--- src/rtl/core/lfp_pkg.sv ---
`default_nettype none

package lfp_pkg;

    // command queue between front and back
    localparam int unsigned QDEPTH = 4;
    localparam int unsigned QPTR_W = $clog2(QDEPTH);
    localparam int unsigned QCNT_W = $clog2(QDEPTH + 1);

    localparam int unsigned CH_W   = 18;
    localparam int unsigned PBL_W  = 11;
    localparam int unsigned PIDX_W = 10;
    localparam int unsigned HIDX_W = 5;

    localparam logic KIND_START = 1'b0;
    localparam logic KIND_DATA  = 1'b1;

    typedef enum logic [1:0] {
        PROTO_DDP    = 2'd0,
        PROTO_E131   = 2'd1,
        PROTO_ARTNET = 2'd2,
        PROTO_NONE   = 2'd3
    } proto_t;

    typedef enum logic [2:0] {
        REG_DDP_PAYLOAD_MAX   = 3'd0,
        REG_DDP_VERSION_FLAGS = 3'd1,
        REG_DDP_PUSH_FLAG     = 3'd2,
        REG_DDP_TYPE_RGB      = 3'd3,
        REG_DDP_TYPE_RGBW     = 3'd4,
        REG_DDP_DEST_ID       = 3'd5
    } cfg_reg_t;

    typedef enum logic [1:0] {
        HDR_NONE = 2'd0,
        HDR_DDP  = 2'd1,
        HDR_ART  = 2'd2
    } hdr_kind_t;

    localparam logic [HIDX_W-1:0] DDP_HDR_LEN = 5'd10;
    localparam logic [HIDX_W-1:0] ART_HDR_LEN = 5'd18;
    localparam int unsigned       ART_ID_LEN  = 12;

    localparam logic [PBL_W-1:0] DDP_CAP_MIN  = 11'd12;
    localparam logic [PBL_W-1:0] DDP_CAP_MAX  = 11'd1440;
    localparam logic [PBL_W-1:0] ART_CAP_RGB  = 11'd510;
    localparam logic [PBL_W-1:0] ART_CAP_RGBW = 11'd512;
    localparam logic [7:0]       DDP_SEQ_MAX  = 8'd15;

    localparam logic [10:0] RST_PAYLOAD_MAX = 11'd1440;
    localparam logic [7:0]  RST_VER_FLAGS   = 8'd64;
    localparam logic [7:0]  RST_PUSH_FLAG   = 8'd1;
    localparam logic [7:0]  RST_TYPE_RGB    = 8'd11;
    localparam logic [7:0]  RST_TYPE_RGBW   = 8'd27;
    localparam logic [7:0]  RST_DEST_ID     = 8'd1;

    localparam logic [7:0] ART_ID [ART_ID_LEN] = '{
        8'h41, 8'h72, 8'h74, 8'h2d, 8'h4e, 8'h65,
        8'h74, 8'h00, 8'h00, 8'h50, 8'h00, 8'h0e
    };

    // one classified item: an error result, or a data byte with an optional header
    typedef struct packed {
        logic             is_err;
        hdr_kind_t        hdr;
        logic [7:0]       flags;
        logic [7:0]       seq;
        logic [7:0]       dtype;
        logic [7:0]       dest_id;
        logic [CH_W-1:0]  offset;
        logic [PBL_W-1:0] size;
        logic [7:0]       pidx;
        logic [7:0]       data;
        logic [7:0]       bri;
        logic             pend;
        logic             fend;
    } cmd_t;

endpackage

`default_nettype wire

--- src/rtl/core/lfp_front.sv ---
`default_nettype none

module lfp_front (
    input  wire logic             clk,
    input  wire logic             rst_n,
    input  wire logic             cfg_wr_en,
    input  wire logic [2:0]       cfg_index,
    input  wire logic [10:0]      cfg_data,
    input  wire logic             push,
    input  wire logic             kind,
    input  wire logic [1:0]       protocol,
    input  wire logic [15:0]      pixel_count,
    input  wire logic [7:0]       brightness,
    input  wire logic             rgbw,
    input  wire logic [7:0]       channel_byte,
    input  wire logic             q_full,
    output logic                  q_push,
    output lfp_pkg::cmd_t         q_cmd
);

    logic [10:0] payload_max_reg;
    logic [7:0]  ver_flags_reg;
    logic [7:0]  push_flag_reg;
    logic [7:0]  type_rgb_reg;
    logic [7:0]  type_rgbw_reg;
    logic [7:0]  dest_id_reg;

    logic [7:0]                  seq_reg, seq_next;
    logic                        active_reg, active_next;
    lfp_pkg::proto_t             proto_reg, proto_next;
    logic                        rgbw_reg, rgbw_next;
    logic [7:0]                  bri_reg, bri_next;
    logic [lfp_pkg::CH_W-1:0]    cl_reg, cl_next;
    logic [lfp_pkg::PBL_W-1:0]   pbl_reg, pbl_next;
    logic [lfp_pkg::CH_W-1:0]    off_reg, off_next;
    logic [lfp_pkg::PIDX_W-1:0]  pidx_reg, pidx_next;

    logic                        accept;
    logic [lfp_pkg::PBL_W-1:0]   cap_ddp, cap, size, pbl_eff, pbl_dec;
    logic                        is_last, need_hdr;
    logic [7:0]                  seq_ddp;
    logic [lfp_pkg::CH_W-1:0]    cl_dec, pc_ext, cl_start;
    lfp_pkg::proto_t             proto_in;

    assign accept   = push && !q_full;
    assign proto_in = lfp_pkg::proto_t'(protocol);

    always_ff @(posedge clk or negedge rst_n)
    begin
        if (!rst_n)
        begin
            payload_max_reg <= lfp_pkg::RST_PAYLOAD_MAX;
            ver_flags_reg   <= lfp_pkg::RST_VER_FLAGS;
            push_flag_reg   <= lfp_pkg::RST_PUSH_FLAG;
            type_rgb_reg    <= lfp_pkg::RST_TYPE_RGB;
            type_rgbw_reg   <= lfp_pkg::RST_TYPE_RGBW;
            dest_id_reg     <= lfp_pkg::RST_DEST_ID;
        end
        else if (cfg_wr_en)
        begin
            case (lfp_pkg::cfg_reg_t'(cfg_index))
                lfp_pkg::REG_DDP_PAYLOAD_MAX:   payload_max_reg <= cfg_data;
                lfp_pkg::REG_DDP_VERSION_FLAGS: ver_flags_reg   <= cfg_data[7:0];
                lfp_pkg::REG_DDP_PUSH_FLAG:     push_flag_reg   <= cfg_data[7:0];
                lfp_pkg::REG_DDP_TYPE_RGB:      type_rgb_reg    <= cfg_data[7:0];
                lfp_pkg::REG_DDP_TYPE_RGBW:     type_rgbw_reg   <= cfg_data[7:0];
                lfp_pkg::REG_DDP_DEST_ID:       dest_id_reg     <= cfg_data[7:0];
                default: ;
            endcase
        end
    end

    always_comb
    begin
        if (payload_max_reg < lfp_pkg::DDP_CAP_MIN)
            cap_ddp = lfp_pkg::DDP_CAP_MIN;
        else if (payload_max_reg > lfp_pkg::DDP_CAP_MAX)
            cap_ddp = lfp_pkg::DDP_CAP_MAX;
        else
            cap_ddp = payload_max_reg;

        if (proto_reg == lfp_pkg::PROTO_DDP)
            cap = cap_ddp;
        else
            cap = rgbw_reg ? lfp_pkg::ART_CAP_RGBW : lfp_pkg::ART_CAP_RGB;

        is_last  = cl_reg <= lfp_pkg::CH_W'(cap);
        size     = is_last ? cl_reg[lfp_pkg::PBL_W-1:0] : cap;
        need_hdr = pbl_reg == '0;
        seq_ddp  = (seq_reg > lfp_pkg::DDP_SEQ_MAX) ? 8'd0 : seq_reg;
        pbl_eff  = need_hdr ? size : pbl_reg;
        pbl_dec  = pbl_eff - 1'b1;
        cl_dec   = cl_reg - 1'b1;
        pc_ext   = lfp_pkg::CH_W'(pixel_count);
        cl_start = rgbw ? (pc_ext << 2) : ((pc_ext << 1) + pc_ext);
    end

    always_comb
    begin
        seq_next    = seq_reg;
        active_next = active_reg;
        proto_next  = proto_reg;
        rgbw_next   = rgbw_reg;
        bri_next    = bri_reg;
        cl_next     = cl_reg;
        pbl_next    = pbl_reg;
        off_next    = off_reg;
        pidx_next   = pidx_reg;
        q_push      = 1'b0;
        q_cmd       = '0;

        if (accept && kind == lfp_pkg::KIND_START)
        begin
            // abandon any open frame
            active_next = 1'b0;
            pbl_next    = '0;
            off_next    = '0;
            pidx_next   = '0;
            cl_next     = '0;
            proto_next  = proto_in;
            bri_next    = brightness;
            rgbw_next   = rgbw;
            if (pixel_count == '0)
            begin
                q_push       = 1'b1;
                q_cmd.is_err = 1'b1;
            end
            else
            begin
                cl_next = cl_start;
                if (proto_in == lfp_pkg::PROTO_DDP || proto_in == lfp_pkg::PROTO_ARTNET)
                    active_next = 1'b1;
                if (proto_in == lfp_pkg::PROTO_ARTNET)
                    seq_next = seq_reg + 8'd1;
            end
        end
        else if (accept && active_reg && cl_reg != '0)
        begin
            q_push        = 1'b1;
            q_cmd.hdr     = lfp_pkg::HDR_NONE;
            q_cmd.flags   = ver_flags_reg | (is_last ? push_flag_reg : 8'd0);
            q_cmd.dtype   = rgbw_reg ? type_rgbw_reg : type_rgb_reg;
            q_cmd.dest_id = dest_id_reg;
            q_cmd.offset  = off_reg;
            q_cmd.size    = size;
            q_cmd.pidx    = pidx_reg[7:0];
            q_cmd.seq     = seq_reg;
            q_cmd.data    = channel_byte;
            q_cmd.bri     = bri_reg;
            if (need_hdr)
            begin
                if (proto_reg == lfp_pkg::PROTO_DDP)
                begin
                    q_cmd.hdr = lfp_pkg::HDR_DDP;
                    q_cmd.seq = {4'd0, seq_ddp[3:0]};
                    seq_next  = seq_ddp + 8'd1;
                end
                else
                    q_cmd.hdr = lfp_pkg::HDR_ART;
            end
            cl_next  = cl_dec;
            pbl_next = pbl_dec;
            off_next = off_reg + 1'b1;
            if (pbl_dec == '0)
            begin
                q_cmd.pend = 1'b1;
                pidx_next  = pidx_reg + 1'b1;
                if (cl_dec == '0)
                begin
                    q_cmd.fend  = 1'b1;
                    active_next = 1'b0;
                end
            end
        end
    end

    always_ff @(posedge clk or negedge rst_n)
    begin
        if (!rst_n)
        begin
            seq_reg    <= '0;
            active_reg <= 1'b0;
            proto_reg  <= lfp_pkg::PROTO_DDP;
            rgbw_reg   <= 1'b0;
            bri_reg    <= '0;
            cl_reg     <= '0;
            pbl_reg    <= '0;
            off_reg    <= '0;
            pidx_reg   <= '0;
        end
        else
        begin
            seq_reg    <= seq_next;
            active_reg <= active_next;
            proto_reg  <= proto_next;
            rgbw_reg   <= rgbw_next;
            bri_reg    <= bri_next;
            cl_reg     <= cl_next;
            pbl_reg    <= pbl_next;
            off_reg    <= off_next;
            pidx_reg   <= pidx_next;
        end
    end

endmodule

`default_nettype wire

--- src/rtl/core/lfp_cmd_fifo.sv ---
`default_nettype none

module lfp_cmd_fifo (
    input  wire logic          clk,
    input  wire logic          rst_n,
    input  wire logic          wr_en,
    input  wire lfp_pkg::cmd_t wr_data,
    output logic               full,
    input  wire logic          rd_en,
    output lfp_pkg::cmd_t      rd_data,
    output logic               empty
);

    lfp_pkg::cmd_t                mem_reg [lfp_pkg::QDEPTH];
    logic [lfp_pkg::QPTR_W-1:0]   wr_ptr_reg, wr_ptr_next;
    logic [lfp_pkg::QPTR_W-1:0]   rd_ptr_reg, rd_ptr_next;
    logic [lfp_pkg::QCNT_W-1:0]   count_reg, count_next;
    logic                         do_wr, do_rd;

    assign full    = count_reg == lfp_pkg::QCNT_W'(lfp_pkg::QDEPTH);
    assign empty   = count_reg == '0;
    assign do_wr   = wr_en && !full;
    assign do_rd   = rd_en && !empty;
    assign rd_data = mem_reg[rd_ptr_reg];

    always_comb
    begin
        wr_ptr_next = wr_ptr_reg;
        rd_ptr_next = rd_ptr_reg;
        count_next  = count_reg;
        if (do_wr)
            wr_ptr_next = (wr_ptr_reg == lfp_pkg::QPTR_W'(lfp_pkg::QDEPTH - 1)) ?
                          '0 : wr_ptr_reg + 1'b1;
        if (do_rd)
            rd_ptr_next = (rd_ptr_reg == lfp_pkg::QPTR_W'(lfp_pkg::QDEPTH - 1)) ?
                          '0 : rd_ptr_reg + 1'b1;
        if (do_wr && !do_rd)
            count_next = count_reg + 1'b1;
        else if (do_rd && !do_wr)
            count_next = count_reg - 1'b1;
    end

    always_ff @(posedge clk)
    begin
        if (do_wr)
            mem_reg[wr_ptr_reg] <= wr_data;
    end

    always_ff @(posedge clk or negedge rst_n)
    begin
        if (!rst_n)
        begin
            wr_ptr_reg <= '0;
            rd_ptr_reg <= '0;
            count_reg  <= '0;
        end
        else
        begin
            wr_ptr_reg <= wr_ptr_next;
            rd_ptr_reg <= rd_ptr_next;
            count_reg  <= count_next;
        end
    end

    a_count_in_range: assert property (@(posedge clk) disable iff (!rst_n)
        count_reg <= lfp_pkg::QCNT_W'(lfp_pkg::QDEPTH))
        else $error("command queue count out of range");

    a_no_overflow: assert property (@(posedge clk) disable iff (!rst_n)
        !(wr_en && full))
        else $error("command pushed into full queue");

endmodule

`default_nettype wire

--- src/rtl/core/lfp_back.sv ---
`default_nettype none

module lfp_back (
    input  wire logic          clk,
    input  wire logic          rst_n,
    input  wire logic          q_empty,
    input  wire lfp_pkg::cmd_t q_cmd,
    output logic               q_pop,
    input  wire logic          pop,
    output logic               empty,
    output logic [7:0]         out_byte,
    output logic               last,
    output logic               packet_end,
    output logic               frame_end,
    output logic               error
);

    logic                        out_valid_reg, out_valid_next;
    logic [lfp_pkg::HIDX_W-1:0]  hidx_reg, hidx_next;
    logic [7:0]                  byte_reg, byte_next;
    logic                        last_reg, last_next;
    logic                        pend_reg, pend_next;
    logic                        fend_reg, fend_next;
    logic                        err_reg, err_next;

    logic                        advance, take, in_hdr;
    logic [lfp_pkg::HIDX_W-1:0]  hdr_len;
    logic [7:0]                  hdr_byte, ddp_byte, art_byte, scaled;
    logic [16:0]                 prod;

    assign advance = !out_valid_reg || pop;
    assign take    = advance && !q_empty;
    assign empty   = !out_valid_reg;

    assign out_byte   = byte_reg;
    assign last       = last_reg;
    assign packet_end = pend_reg;
    assign frame_end  = fend_reg;
    assign error      = err_reg;

    // scale: (b * (1 + bri)) >> 8
    assign prod   = {9'd0, q_cmd.data} * ({9'd0, q_cmd.bri} + 17'd1);
    assign scaled = prod[15:8];

    always_comb
    begin
        case (q_cmd.hdr)
            lfp_pkg::HDR_DDP: hdr_len = lfp_pkg::DDP_HDR_LEN;
            lfp_pkg::HDR_ART: hdr_len = lfp_pkg::ART_HDR_LEN;
            default:          hdr_len = '0;
        endcase
        in_hdr = hidx_reg < hdr_len;

        // header byte positions
        case (hidx_reg)
            5'd0:    ddp_byte = q_cmd.flags;
            5'd1:    ddp_byte = q_cmd.seq;
            5'd2:    ddp_byte = q_cmd.dtype;
            5'd3:    ddp_byte = q_cmd.dest_id;
            5'd5:    ddp_byte = {6'd0, q_cmd.offset[17:16]};
            5'd6:    ddp_byte = q_cmd.offset[15:8];
            5'd7:    ddp_byte = q_cmd.offset[7:0];
            5'd8:    ddp_byte = {5'd0, q_cmd.size[10:8]};
            5'd9:    ddp_byte = q_cmd.size[7:0];
            default: ddp_byte = 8'd0;
        endcase

        if (hidx_reg < lfp_pkg::HIDX_W'(lfp_pkg::ART_ID_LEN))
            art_byte = lfp_pkg::ART_ID[hidx_reg[3:0]];
        else
        begin
            case (hidx_reg)
                5'd12:   art_byte = q_cmd.seq;
                5'd14:   art_byte = q_cmd.pidx;
                5'd16:   art_byte = {5'd0, q_cmd.size[10:8]};
                5'd17:   art_byte = q_cmd.size[7:0];
                default: art_byte = 8'd0;
            endcase
        end

        hdr_byte = (q_cmd.hdr == lfp_pkg::HDR_DDP) ? ddp_byte : art_byte;
    end

    always_comb
    begin
        out_valid_next = advance ? !q_empty : out_valid_reg;
        hidx_next      = hidx_reg;
        byte_next      = byte_reg;
        last_next      = last_reg;
        pend_next      = pend_reg;
        fend_next      = fend_reg;
        err_next       = err_reg;
        q_pop          = 1'b0;

        if (take)
        begin
            if (q_cmd.is_err)
            begin
                byte_next = 8'd0;
                last_next = 1'b1;
                pend_next = 1'b0;
                fend_next = 1'b0;
                err_next  = 1'b1;
                q_pop     = 1'b1;
            end
            else if (in_hdr)
            begin
                byte_next = hdr_byte;
                last_next = 1'b0;
                pend_next = 1'b0;
                fend_next = 1'b0;
                err_next  = 1'b0;
                hidx_next = hidx_reg + 1'b1;
            end
            else
            begin
                byte_next = scaled;
                last_next = 1'b1;
                pend_next = q_cmd.pend;
                fend_next = q_cmd.fend;
                err_next  = 1'b0;
                hidx_next = '0;
                q_pop     = 1'b1;
            end
        end
    end

    always_ff @(posedge clk or negedge rst_n)
    begin
        if (!rst_n)
        begin
            out_valid_reg <= 1'b0;
            hidx_reg      <= '0;
        end
        else
        begin
            out_valid_reg <= out_valid_next;
            hidx_reg      <= hidx_next;
        end
    end

    always_ff @(posedge clk)
    begin
        byte_reg <= byte_next;
        last_reg <= last_next;
        pend_reg <= pend_next;
        fend_reg <= fend_next;
        err_reg  <= err_next;
    end

    a_closing_flags_last: assert property (@(posedge clk) disable iff (!rst_n)
        out_valid_reg && (err_reg || pend_reg) |-> last_reg)
        else $error("error or packet end on a header byte");

    a_frame_end_in_packet_end: assert property (@(posedge clk) disable iff (!rst_n)
        out_valid_reg && fend_reg |-> pend_reg)
        else $error("frame end without packet end");

    // the index sits one past the header while the data byte is pending
    a_hidx_range: assert property (@(posedge clk) disable iff (!rst_n)
        hidx_reg <= lfp_pkg::ART_HDR_LEN)
        else $error("header index past longest header");

endmodule

`default_nettype wire

--- src/rtl/core/led_frame_packetizer_core.sv ---
// channel  | direction | handshake            | payload
// ---------+-----------+----------------------+------------------------------------------
// input    | in        | push / full          | kind protocol pixel_count brightness
//          |           |                      | rgbw channel_byte
// result   | out       | empty / pop          | out_byte last packet_end frame_end error
// config   | in        | cfg_wr_en            | cfg_index cfg_data
//
// A data item without a header leaves as one result byte, one per cycle back to back
// while pop is held. A packet-opening item first emits its header in the back end,
// 10 bytes (DDP) or 18 bytes (Art-Net), one byte a cycle while pop is held, through
// the output register. A four-entry command queue lets the front keep taking items
// during a header burst; full rises once it fills. Start items produce no result
// unless pixel_count is zero. Reset clears frame state, the queue and the output valid
// flag, and loads the register defaults.
`default_nettype none

module led_frame_packetizer_core (
    input  wire logic        clk,
    input  wire logic        rst_n,
    input  wire logic        cfg_wr_en,
    input  wire logic [2:0]  cfg_index,
    input  wire logic [10:0] cfg_data,
    input  wire logic        push,
    output logic             full,
    input  wire logic        kind,
    input  wire logic [1:0]  protocol,
    input  wire logic [15:0] pixel_count,
    input  wire logic [7:0]  brightness,
    input  wire logic        rgbw,
    input  wire logic [7:0]  channel_byte,
    output logic             empty,
    input  wire logic        pop,
    output logic [7:0]       out_byte,
    output logic             last,
    output logic             packet_end,
    output logic             frame_end,
    output logic             error
);

    logic          q_push, q_full, q_pop, q_empty;
    lfp_pkg::cmd_t q_wr_cmd, q_rd_cmd;

    assign full = q_full;

    lfp_front u_front (
        .clk          (clk),
        .rst_n        (rst_n),
        .cfg_wr_en    (cfg_wr_en),
        .cfg_index    (cfg_index),
        .cfg_data     (cfg_data),
        .push         (push),
        .kind         (kind),
        .protocol     (protocol),
        .pixel_count  (pixel_count),
        .brightness   (brightness),
        .rgbw         (rgbw),
        .channel_byte (channel_byte),
        .q_full       (q_full),
        .q_push       (q_push),
        .q_cmd        (q_wr_cmd)
    );

    lfp_cmd_fifo u_fifo (
        .clk     (clk),
        .rst_n   (rst_n),
        .wr_en   (q_push),
        .wr_data (q_wr_cmd),
        .full    (q_full),
        .rd_en   (q_pop),
        .rd_data (q_rd_cmd),
        .empty   (q_empty)
    );

    lfp_back u_back (
        .clk        (clk),
        .rst_n      (rst_n),
        .q_empty    (q_empty),
        .q_cmd      (q_rd_cmd),
        .q_pop      (q_pop),
        .pop        (pop),
        .empty      (empty),
        .out_byte   (out_byte),
        .last       (last),
        .packet_end (packet_end),
        .frame_end  (frame_end),
        .error      (error)
    );

endmodule

`default_nettype wire

--- config.mk ---
export PLATFORM = sky130hd
export DESIGN_NAME = led_frame_packetizer_core
export DESIGN_NICKNAME = d
export VERILOG_FILES = /design/src/rtl/core/lfp_pkg.sv /design/src/rtl/core/lfp_front.sv /design/src/rtl/core/lfp_cmd_fifo.sv /design/src/rtl/core/lfp_back.sv /design/src/rtl/core/led_frame_packetizer_core.sv
export SDC_FILE = /design/constraint.sdc
export NUM_CORES = 1
export LEC_CHECK = 0
export ABC_AREA = 1
export BUFFER_PORTS_ARGS = -buffer_cell sky130_fd_sc_hd__buf_2
export CAP_MARGIN = 5
export CORE_MARGIN = 1
export CORE_UTILIZATION = 45
export CTS_CLUSTER_SIZE = 25
export DETAILED_ROUTE_END_ITERATION = 8
export GPL_TIMING_DRIVEN = 0
export SLEW_MARGIN = 20
export SYNTH_ARGS = -nofsm -noshare
export SYNTH_HDL_FRONTEND = slang
export SYNTH_HIERARCHICAL = 1
export SYNTH_SLANG_ARGS = --single-unit
--- constraint.sdc ---
create_clock -name clk -period 6.04 [get_ports clk]
set_input_delay 0.906 -clock clk [delete_from_list [all_inputs] [get_ports clk]]
set_output_delay 0.906 -clock clk [all_outputs]
set_load 0.01 [all_outputs]
Yosys cells after proc, flatten, opt, wreduce, memory -nomap -nowiden

Memories as Yosys holds them, arrays and structs flattened.
Cells that the tools add are included.

Add/subtract/negate cells: 13
Muxes and demuxes: 63
Magnitude comparators: 7
Equality and inequality tests: 25
Bitwise operators: 4
Reduce and logical (&&, ||, !) cells: 43
$mul: 1

Operators with widths:

| operator              | number |
|---|---|
| $mux 89               | 2 |
| $mux 8                | 16 |
| $mux 18               | 6 |
| $mux 11               | 7 |
| $pmux 8 s9            | 1 |
| $mux 10               | 4 |
| $pmux 8 s4            | 1 |
| $logic_not 11->1      | 2 |
| $eq 5x4->1 const B    | 4 |
| $add 17x16->18        | 1 |
| $add 18x1->18 const B | 1 |
| $le 18x11->1          | 1 |
| $logic_not 18->1      | 1 |
| $reduce_bool 18->1    | 1 |
| $sub 18x1->18 const B | 1 |
| $mul 8x17->16         | 1 |
| $mux 1                | 17 |
| $add 8x1->8 const B   | 2 |
| $logic_not 16->1      | 1 |
| $reduce_and 2->1      | 8 |
| $eq 5x3->1 const B    | 3 |
| $reduce_bool 2->1     | 6 |
| $gt 11x11->1 const B  | 1 |
| $lt 11x4->1 const B   | 1 |
| other kinds (36)      | 67 |

Memories kept: 2
Output and inout port bits: 14
Memory bits (read-only): 128
Bits of input ports: 55
Bits in writable memories: 360
Register bits: 153

Memories:

| name             | words | bits a word | rd ports | clocked after memory_dff | write ports | RTL line           | source |
|---|---|---|---|---|---|---|---|
| u_fifo.mem_reg   | 4     | 90          | 1        | 0                        | 1           | lfp_cmd_fifo.sv:14 | `lfp_pkg::cmd_t mem_reg [lfp_pkg::QDEPTH];` |
| (name not given) | 16    | 8           | 1        | 0                        | 0           | lfp_back.sv:69     | `art_byte = lfp_pkg::ART_ID[hidx_reg[3:0]];` |

Logic depth before layout (Yosys ltp)

Gate-level depths: netlist of the first run.

Depth in word-level cells: 12
Mapped depth: 37

Hierarchy

Netlist of the first run, hierarchy kept.

By module, submodules not included:

| module       | times used | area an instance (um^2) | cells an instance | seq. area each (um^2) |
|---|---|---|---|---|
| lfp_cmd_fifo | 1          | 14729.1                 | 1110              | 10985.5 |
| lfp_front    | 1          | 8585.7                  | 1218              | 3170.5 |
| lfp_back     | 1          | 4406.7                  | 672               | 510.5 |

Least setup slack after synthesis of the first run

No wires, ideal clock.

Path type: input to register
From: input kind
To: memory u_fifo/mem_reg[0][0] (netlist name), enable pin
Path buffers: 1
Setup time: 540 ps
Data arrival time: 5965 ps
Stages on the path: 6
Setup slack: -465 ps
Cells stage by stage: nor3_2 clkinv_1 clkbuf_1 o21ai_0 nand2_1 nor2_1

Cells in the longest elaborated chain, start to end: 6

Ends and longest elaborated chain:

| item                         | RTL line                        | source |
|---|---|---|
| start: declaration           | led_frame_packetizer_core.sv:25 | `input wire logic kind,` |
| $not 1->1                    | lfp_front.sv:112                | `if (accept && kind == lfp_pkg::KIND_START)` |
| $logic_and 1x1->1            | lfp_front.sv:112                |  |
| $mux 1                       | lfp_front.sv:112                |  |
| named net q_push             | led_frame_packetizer_core.sv:40 | `logic q_push, q_full, q_pop, q_empty;` |
| $logic_and 1x1->1            | lfp_cmd_fifo.sv:22              | `assign do_wr = wr_en && !full;` |
| $mux 1                       | lfp_cmd_fifo.sv:45              | `if (do_wr)` |
| $mux 1 (not written as such) | lfp_cmd_fifo.sv:46              | `mem_reg[wr_ptr_reg] <= wr_data;` |
| end: declaration             | lfp_cmd_fifo.sv:14              |  |

The timed path passes the listed nets, and every way through them passes these cells.

==> flow_summary.toml, run 1 <==
[cells_and_area]
finish.instance_area_um2 = 31500
design.final.nets = 3335
largest_register_ff_count = 360
diode_count = 0
syn_to_final_growth_pct = 13.8
finalCoreUtilization_pct = 52.1
fillers = 5517
final_layout_size_suffix_gt1_share_pct = 11.7

[floorplan]
row_count = 90
ios = 69
die_extent_in_x_um = 250
area_of_the_core_um2 = 60600
design.die.area_um2 = 62600
die_h_um = 250
initial_core_util_pct = 45.8

[worst_setup_path]
reg2regPathDepth = 29
r2r_end = "u_back/out_byte[4]"
setup.worst_path.start = "u_fifo/rd_ptr_reg[0]"
regToRegSetupSlack_ps = 220
critical_path_capture_point_type = "flip-flop"
slowest_stage_cell_on_the_critical_path = "fa_1"
timing_worst_setup_path_type = "flip-flop to flip-flop"
cp_arrival_ps = 6190
critical_path.max_stage_delay_ps = 550
worst-path-max-fanout = 10
worst_ep_required_time_ps = 6410
cp-start-kind = "flip-flop"
critical_r2r_launch = "u_fifo/rd_ptr_reg[0]"

[timing]
timing.clock.skew_ps = 31.5
timing_hold_violations_final = 0
fmax_mhz = 172
timing.setup.tns_ps = 0
timing.final.setup_violations = 0
worst_slew_pin_slew_ps = 1130
maxSlewViolCount = 0
layout_min_cycle_time_ps = 5820
fin_crit_sh_pct = 96.3
timing.max_slew.rel_slack_pct = 24.8

[detailed_routing]
postRouteAntennaNets = 0
route.met2.wl_um = 36100
vias_per_cell = 5.30
route.top_layer_used = "met5"
wl_met3_um = 4530
met1Wirelength_um = 33600
via_count = 21100
detailedRoute.firstPassIterationCount = 5
detail_route.drc_violations = 0
routed_wire_length_per_instance_um = 19.3
finalWirelength_um = 76700
first_iter_violations = 1720

[cts]
clkLatencyLatePin_ps = 630
ctsHtreeMaxLevel = 2
cts.reportedPaths.clkPinSlew_ps = 60
cts.sink_count = 511
postCtsHoldBufs = 0
cts_tree = "done"
ctsRootBufferMaster = "clkbuf_16"
cts_inserted_buffers = 53
cts.path.max_buffers = 3

[synth]
syn-num-nets = 3189
synth.ff_latch_count = 511
synthArstFlopShare_pct = 27.2
yosys.cell_types.count = 50
synth.yosys.warnings = 6
post_synth_instance_area_um2 = 27700
post_synth_top_flop = "edfxtp_1"
syn_avg_cell_area_um2 = 9.24
synth.yosys.seq_area_share_pct = 52.9
synth_edf_count = 372
synth_cells = 3000

[grt]
grt_pass1_vias = 20700
grt_first_pass_wirelength_um = 118000
grt_max_degree = 83
grt_overflow_total = 0
gr-usage-all-layers_pct = 24.6
antenna_found_initial = 1

[placed_design]
placement.io_buffers = 67
placement.cell_area_um2 = 29600
gp_congestion = 0.946
dpl.hpwl_um = 56600

[run]
max_cap_viol_count = 0

[min_path]
hold_path_class = "input pin to asynchronous set/reset pin"

[run_status]
outcome = "finished clean"
==> cell families (layout without fill, tap and decap cells) <==
family / count (synthesis) / count (layout) / share of synthesized area (%)
buffers and inverters: 569 / 760 / 8.67
DFF: 511 / 511 / 52.9
AOI/OAI and AO/OA: 441 / 441 / 10.1
and+or+nand+nor: 1298 / 1298 / 19.7
adders and majority gates: 134 / 134 / 7.19
xor gates and xnor gates: 47 / 47 / 1.48
==> layer usage <==
| metal | vias up | track usage (%) |
|---|---|---|
| li1 | 10200 | - |
| met3 | 120 | 4.49 |
| met1 | 10200 | 33.4 |
| met4 | 2 | 8.24 |
| met5 | - | 0 |
| met2 | 558 | 39.8 |
==> cell type report <==
cell class	instances	area (um^2)	share of cell area [%]
sequential	511	14700	46.5
multi-input combinational	1920	10800	34.2
inverter	465	1750	5.56
clock buffer	75	1480	4.69
tap	782	978	3.10
timing repair buffer	91	877	2.78
buffer	104	676	2.14
clock inverter	25	322	1.02
==> how the worst max path moves through the flow <==
stage | end | slack [ps] | cells after the start
after floorplan | u_fifo/mem_reg[0][0] | -460 | 6
after global placement | u_fifo/mem_reg[1][12] | -5390 | 7
after detailed placement | u_back/out_byte[7] | -490 | 26
after CTS | u_back/out_byte[7] | 7 | 28
after global routing | u_back/out_byte[7] | -60 | 29
final | u_back/out_byte[4] | 220 | 29
==> cells in the mapped netlist, types with 6 or more instances <==
master	number	share of area, %
nand2_1	819	11
dfrtp_1	125	11
edfxtp_1	372	40
inv_2	19	0.26
dfstp_2	14	1.3
o21ai_0	113	2.0
nor3_2	7	0.25
o22ai_1	11	0.25
buf_2	37	0.67
nand4_1	22	0.50
nor2_1	242	3.3
nor2_4	11	0.45
o21ai_1	7	0.13
ha_1	92	4.2
xnor2_1	13	0.41
buf_4	6	0.16
a21oi_2	9	0.28
clkbuf_1	36	0.49
nand3_2	11	0.40
inv_1	440	6.0
buf_6	23	0.93
nand3_1	99	1.8
nor2_2	11	0.25
nand3b_1	9	0.24
nand2_2	18	0.41
xor2_1	34	1.1
fa_1	42	3.0
o211ai_1	187	5.1
nor3_1	30	0.54
a21oi_1	90	1.6
==> layout by cell type, fill, tap and decap left out, types with 5 or more instances in the layout <==
| cell type | n |
|---|---|
| buf_4 | 11 |
| clkinv_2 | 9 |
| buf_2 | 100 |
| o211ai_1 | 187 |
| nor2_2 | 14 |
| nand4_1 | 22 |
| nand3b_1 | 9 |
| xor2_1 | 33 |
| inv_1 | 437 |
| buf_6 | 23 |
| xnor2_1 | 13 |
| fa_1 | 42 |
| o21bai_1 | 5 |
| inv_2 | 21 |
| clkbuf_16 | 53 |
| ha_1 | 88 |
| dfrtp_1 | 125 |
| nor3_1 | 30 |
| o21ai_0 | 111 |
| a21oi_2 | 12 |
| nor2_1 | 234 |
| o22ai_1 | 11 |
| nor2_4 | 16 |
| nand3_2 | 11 |
| bufinv_16 | 6 |
| nand3_1 | 99 |
| clkbuf_1 | 51 |
| buf_16 | 13 |
| edfxtp_1 | 372 |
| clkbuf_8 | 9 |
| o221ai_1 | 5 |
| nand2_1 | 815 |
| nor3_2 | 7 |
| a21oi_1 | 86 |
| dfstp_2 | 14 |
| buf_12 | 8 |
| nand2_2 | 22 |
| clkinv_1 | 10 |
| o21ai_1 | 9 |
==> per-stage QoR <==
step	instances	hold slack, ps	setup WS (ps)
final	3973	221	223
after global routing	3973	234	-63.5
after CTS	3971	200	7.16
after detailed placement	3869	460	-486
after global placement	3849	452	-5390
after floorplan	3000	437	-465
==> worst max-delay path: cells and delay by family, from the launching register on <==
family                     cells  cell delay, ps
adders and majority gates      6            2610
and+or+nand+nor               12            1300
buffers and inverters          8             890
DFF                            1             400
AOI/OAI and AO/OA              3             330
==> repair_timing <==
action,in CTS,in global routing
setup endpoints to repair,6,8
resized for setup,7,28
pin swaps,1,6
setup buffers,2,2
Power of run 1 is not shown: default switching activity piles up to over one toggle a cycle in this logic, so the estimate is an artifact.
==> inputs of run 2 (changes only) <==
--- a/config.mk
+++ b/config.mk
@@ -8,11 +8,14 @@
 export ABC_AREA = 1
 export BUFFER_PORTS_ARGS = -buffer_cell sky130_fd_sc_hd__buf_2
 export CAP_MARGIN = 5
+export CELL_PAD_IN_SITES_DETAIL_PLACEMENT = 0
+export CELL_PAD_IN_SITES_GLOBAL_PLACEMENT = 1
 export CORE_MARGIN = 1
 export CORE_UTILIZATION = 45
 export CTS_CLUSTER_SIZE = 25
 export DETAILED_ROUTE_END_ITERATION = 8
 export GPL_TIMING_DRIVEN = 0
+export PLACE_DENSITY_LB_ADDON = 0.1
 export SLEW_MARGIN = 20
 export SYNTH_ARGS = -nofsm -noshare
 export SYNTH_HDL_FRONTEND = slang
==> flow_summary.toml, run 2 (same netlist as run 1, synthesis figures left out) <==
[run_status]
outcome = "finished clean"

[cts]
cts.path.max_buffers = 3
clkLatencyLatePin_ps = 630
postCtsHoldBufs = 0
cts.reportedPaths.clkPinSlew_ps = 60
ctsRootBufferMaster = "clkbuf_16"
cts.sink_count = 511
ctsHtreeMaxLevel = 2
cts_tree = "done"
cts_inserted_buffers = 55

[detailed_routing]
via_count = 21000
routed_wire_length_per_instance_um = 19.6
postRouteAntennaNets = 0
finalWirelength_um = 78000
detail_route.drc_violations = 0
detailedRoute.firstPassIterationCount = 6
first_iter_violations = 1562
vias_per_cell = 5.29

[worst_setup_path]
cp_arrival_ps = 6130
cp-start-kind = "flip-flop"
worst_ep_required_time_ps = 6420
timing_worst_setup_path_type = "flip-flop to flip-flop"
worst-path-max-fanout = 10
regToRegSetupSlack_ps = 290
critical_path_capture_point_type = "flip-flop"

[grt]
grt_overflow_total = 0
gr-usage-all-layers_pct = 25.3
grt_pass1_vias = 20900
grt_first_pass_wirelength_um = 122000
antenna_found_initial = 0
grt_max_degree = 87

[floorplan]
die_extent_in_x_um = 250
area_of_the_core_um2 = 60600
initial_core_util_pct = 45.8
design.die.area_um2 = 62600
die_h_um = 250
ios = 69
row_count = 90

[timing]
timing.final.setup_violations = 0
timing.max_slew.rel_slack_pct = 26.0
fin_crit_sh_pct = 95.2
maxSlewViolCount = 0
timing.clock.skew_ps = 29.7
fmax_mhz = 174
worst_hold_slack_ps = 222
worst_slew_pin_slew_ps = 1110
layout_min_cycle_time_ps = 5750
timing_hold_violations_final = 0

[run]
max_cap_viol_count = 0

[placed_design]
placement.io_buffers = 67
place_inst = 3867
dpl.hpwl_um = 57600
gp_congestion = 0.898

[cells_and_area]
largest_register_ff_count = 360
mostFrequentLayoutCell = "nand2_1"
mostFrequentLayoutCells = "nand2_1 (816), inv_1 (437), edfxtp_1 (372)"
final_layout_size_suffix_gt1_share_pct = 11.8
diode_count = 0
design.final.nets = 3334
syn_to_final_growth_pct = 14.1
finish.cell_count_without_fillers = 3974

[min_path]
hold_path_class = "input pin to asynchronous set/reset pin"
[run 2: timing repair]
action	CTS	global route
setup buffers	1	4
pin swaps	1	4
endpoints found under the setup margin	6	8
hold endpoints to repair	0	0
resized for setup	10	27
[run 2: worst paths after layout]
check / start / endpoint / cells past startpoint
hold reg to reg: u_front/bri_reg[6] / u_front/bri_reg[6] / 2
setup / recovery: u_fifo/rd_ptr_reg[0] / u_back/out_byte[7] / 26
hold / removal: rst_n / u_front/cl_reg[6] / 1
setup reg to reg: u_fifo/rd_ptr_reg[0] / u_back/out_byte[7] / 26
min in group clk: u_front/bri_reg[6] / u_front/bri_reg[6] / 2
max in group asynchronous: rst_n / u_front/type_rgbw_reg[3] / 2
[run 2: metrics by stage]
step / setup slack (ps) / setup TNS (ps) / instance area, um^2 / utilization [%]
finish: 288 / 0 / 31600 / 52.2
global route: -30.9 / -59.1 / 31600 / 52.2
CTS: 21.7 / 0 / 31500 / 52.0
detailed placement: -437 / -1830 / 29500 / 48.7
global placement: -5340 / -1883280 / 29000 / 47.9
floorplan: -465 / -167310 / 27700 / -
[run 2: worst max-delay path: stages, from the launching register on]
cell and delay (ps):
dfrtp_1 410, buf_8 200, buf_12 190, buf_6 170, o211ai_1 120, nand2_2 130
buf_6 150, nand3_1 110, nor2_2 140, nand2_1 110, nor2_2 160, xor2_2 260
nor2_1 100, fa_1 530, fa_1 440, fa_1 540, inv_1 50, fa_1 520
inv_1 60, ha_4 300, nand2_1 120, nor4_2 280, nand2_1 100, nand3_1 70
nand2_1 70, nand2_1 90, a21oi_2 60
[run 2: metal layers]
layer	share of wire [%]	up-vias	wire length (um)	track usage, %
met2	47	467	36500	41.0
met5	0	-	0	0
li1	-	10200	-	-
met3	5.3	99	4130	3.50
met4	2.3	0	1810	6.78
met1	46	10300	35600	35.6
[run 2: final cells by class]
class,instances,area (um^2)
fill,5631,29000
sequential,511,14700
multi-input combinational,1920,10800
inverter,465,1750
clock buffer,72,1470
tap,782,978
timing repair buffer,90,811
buffer,102,673
clock inverter,32,489
Power of run 2 is left out for the same reason.
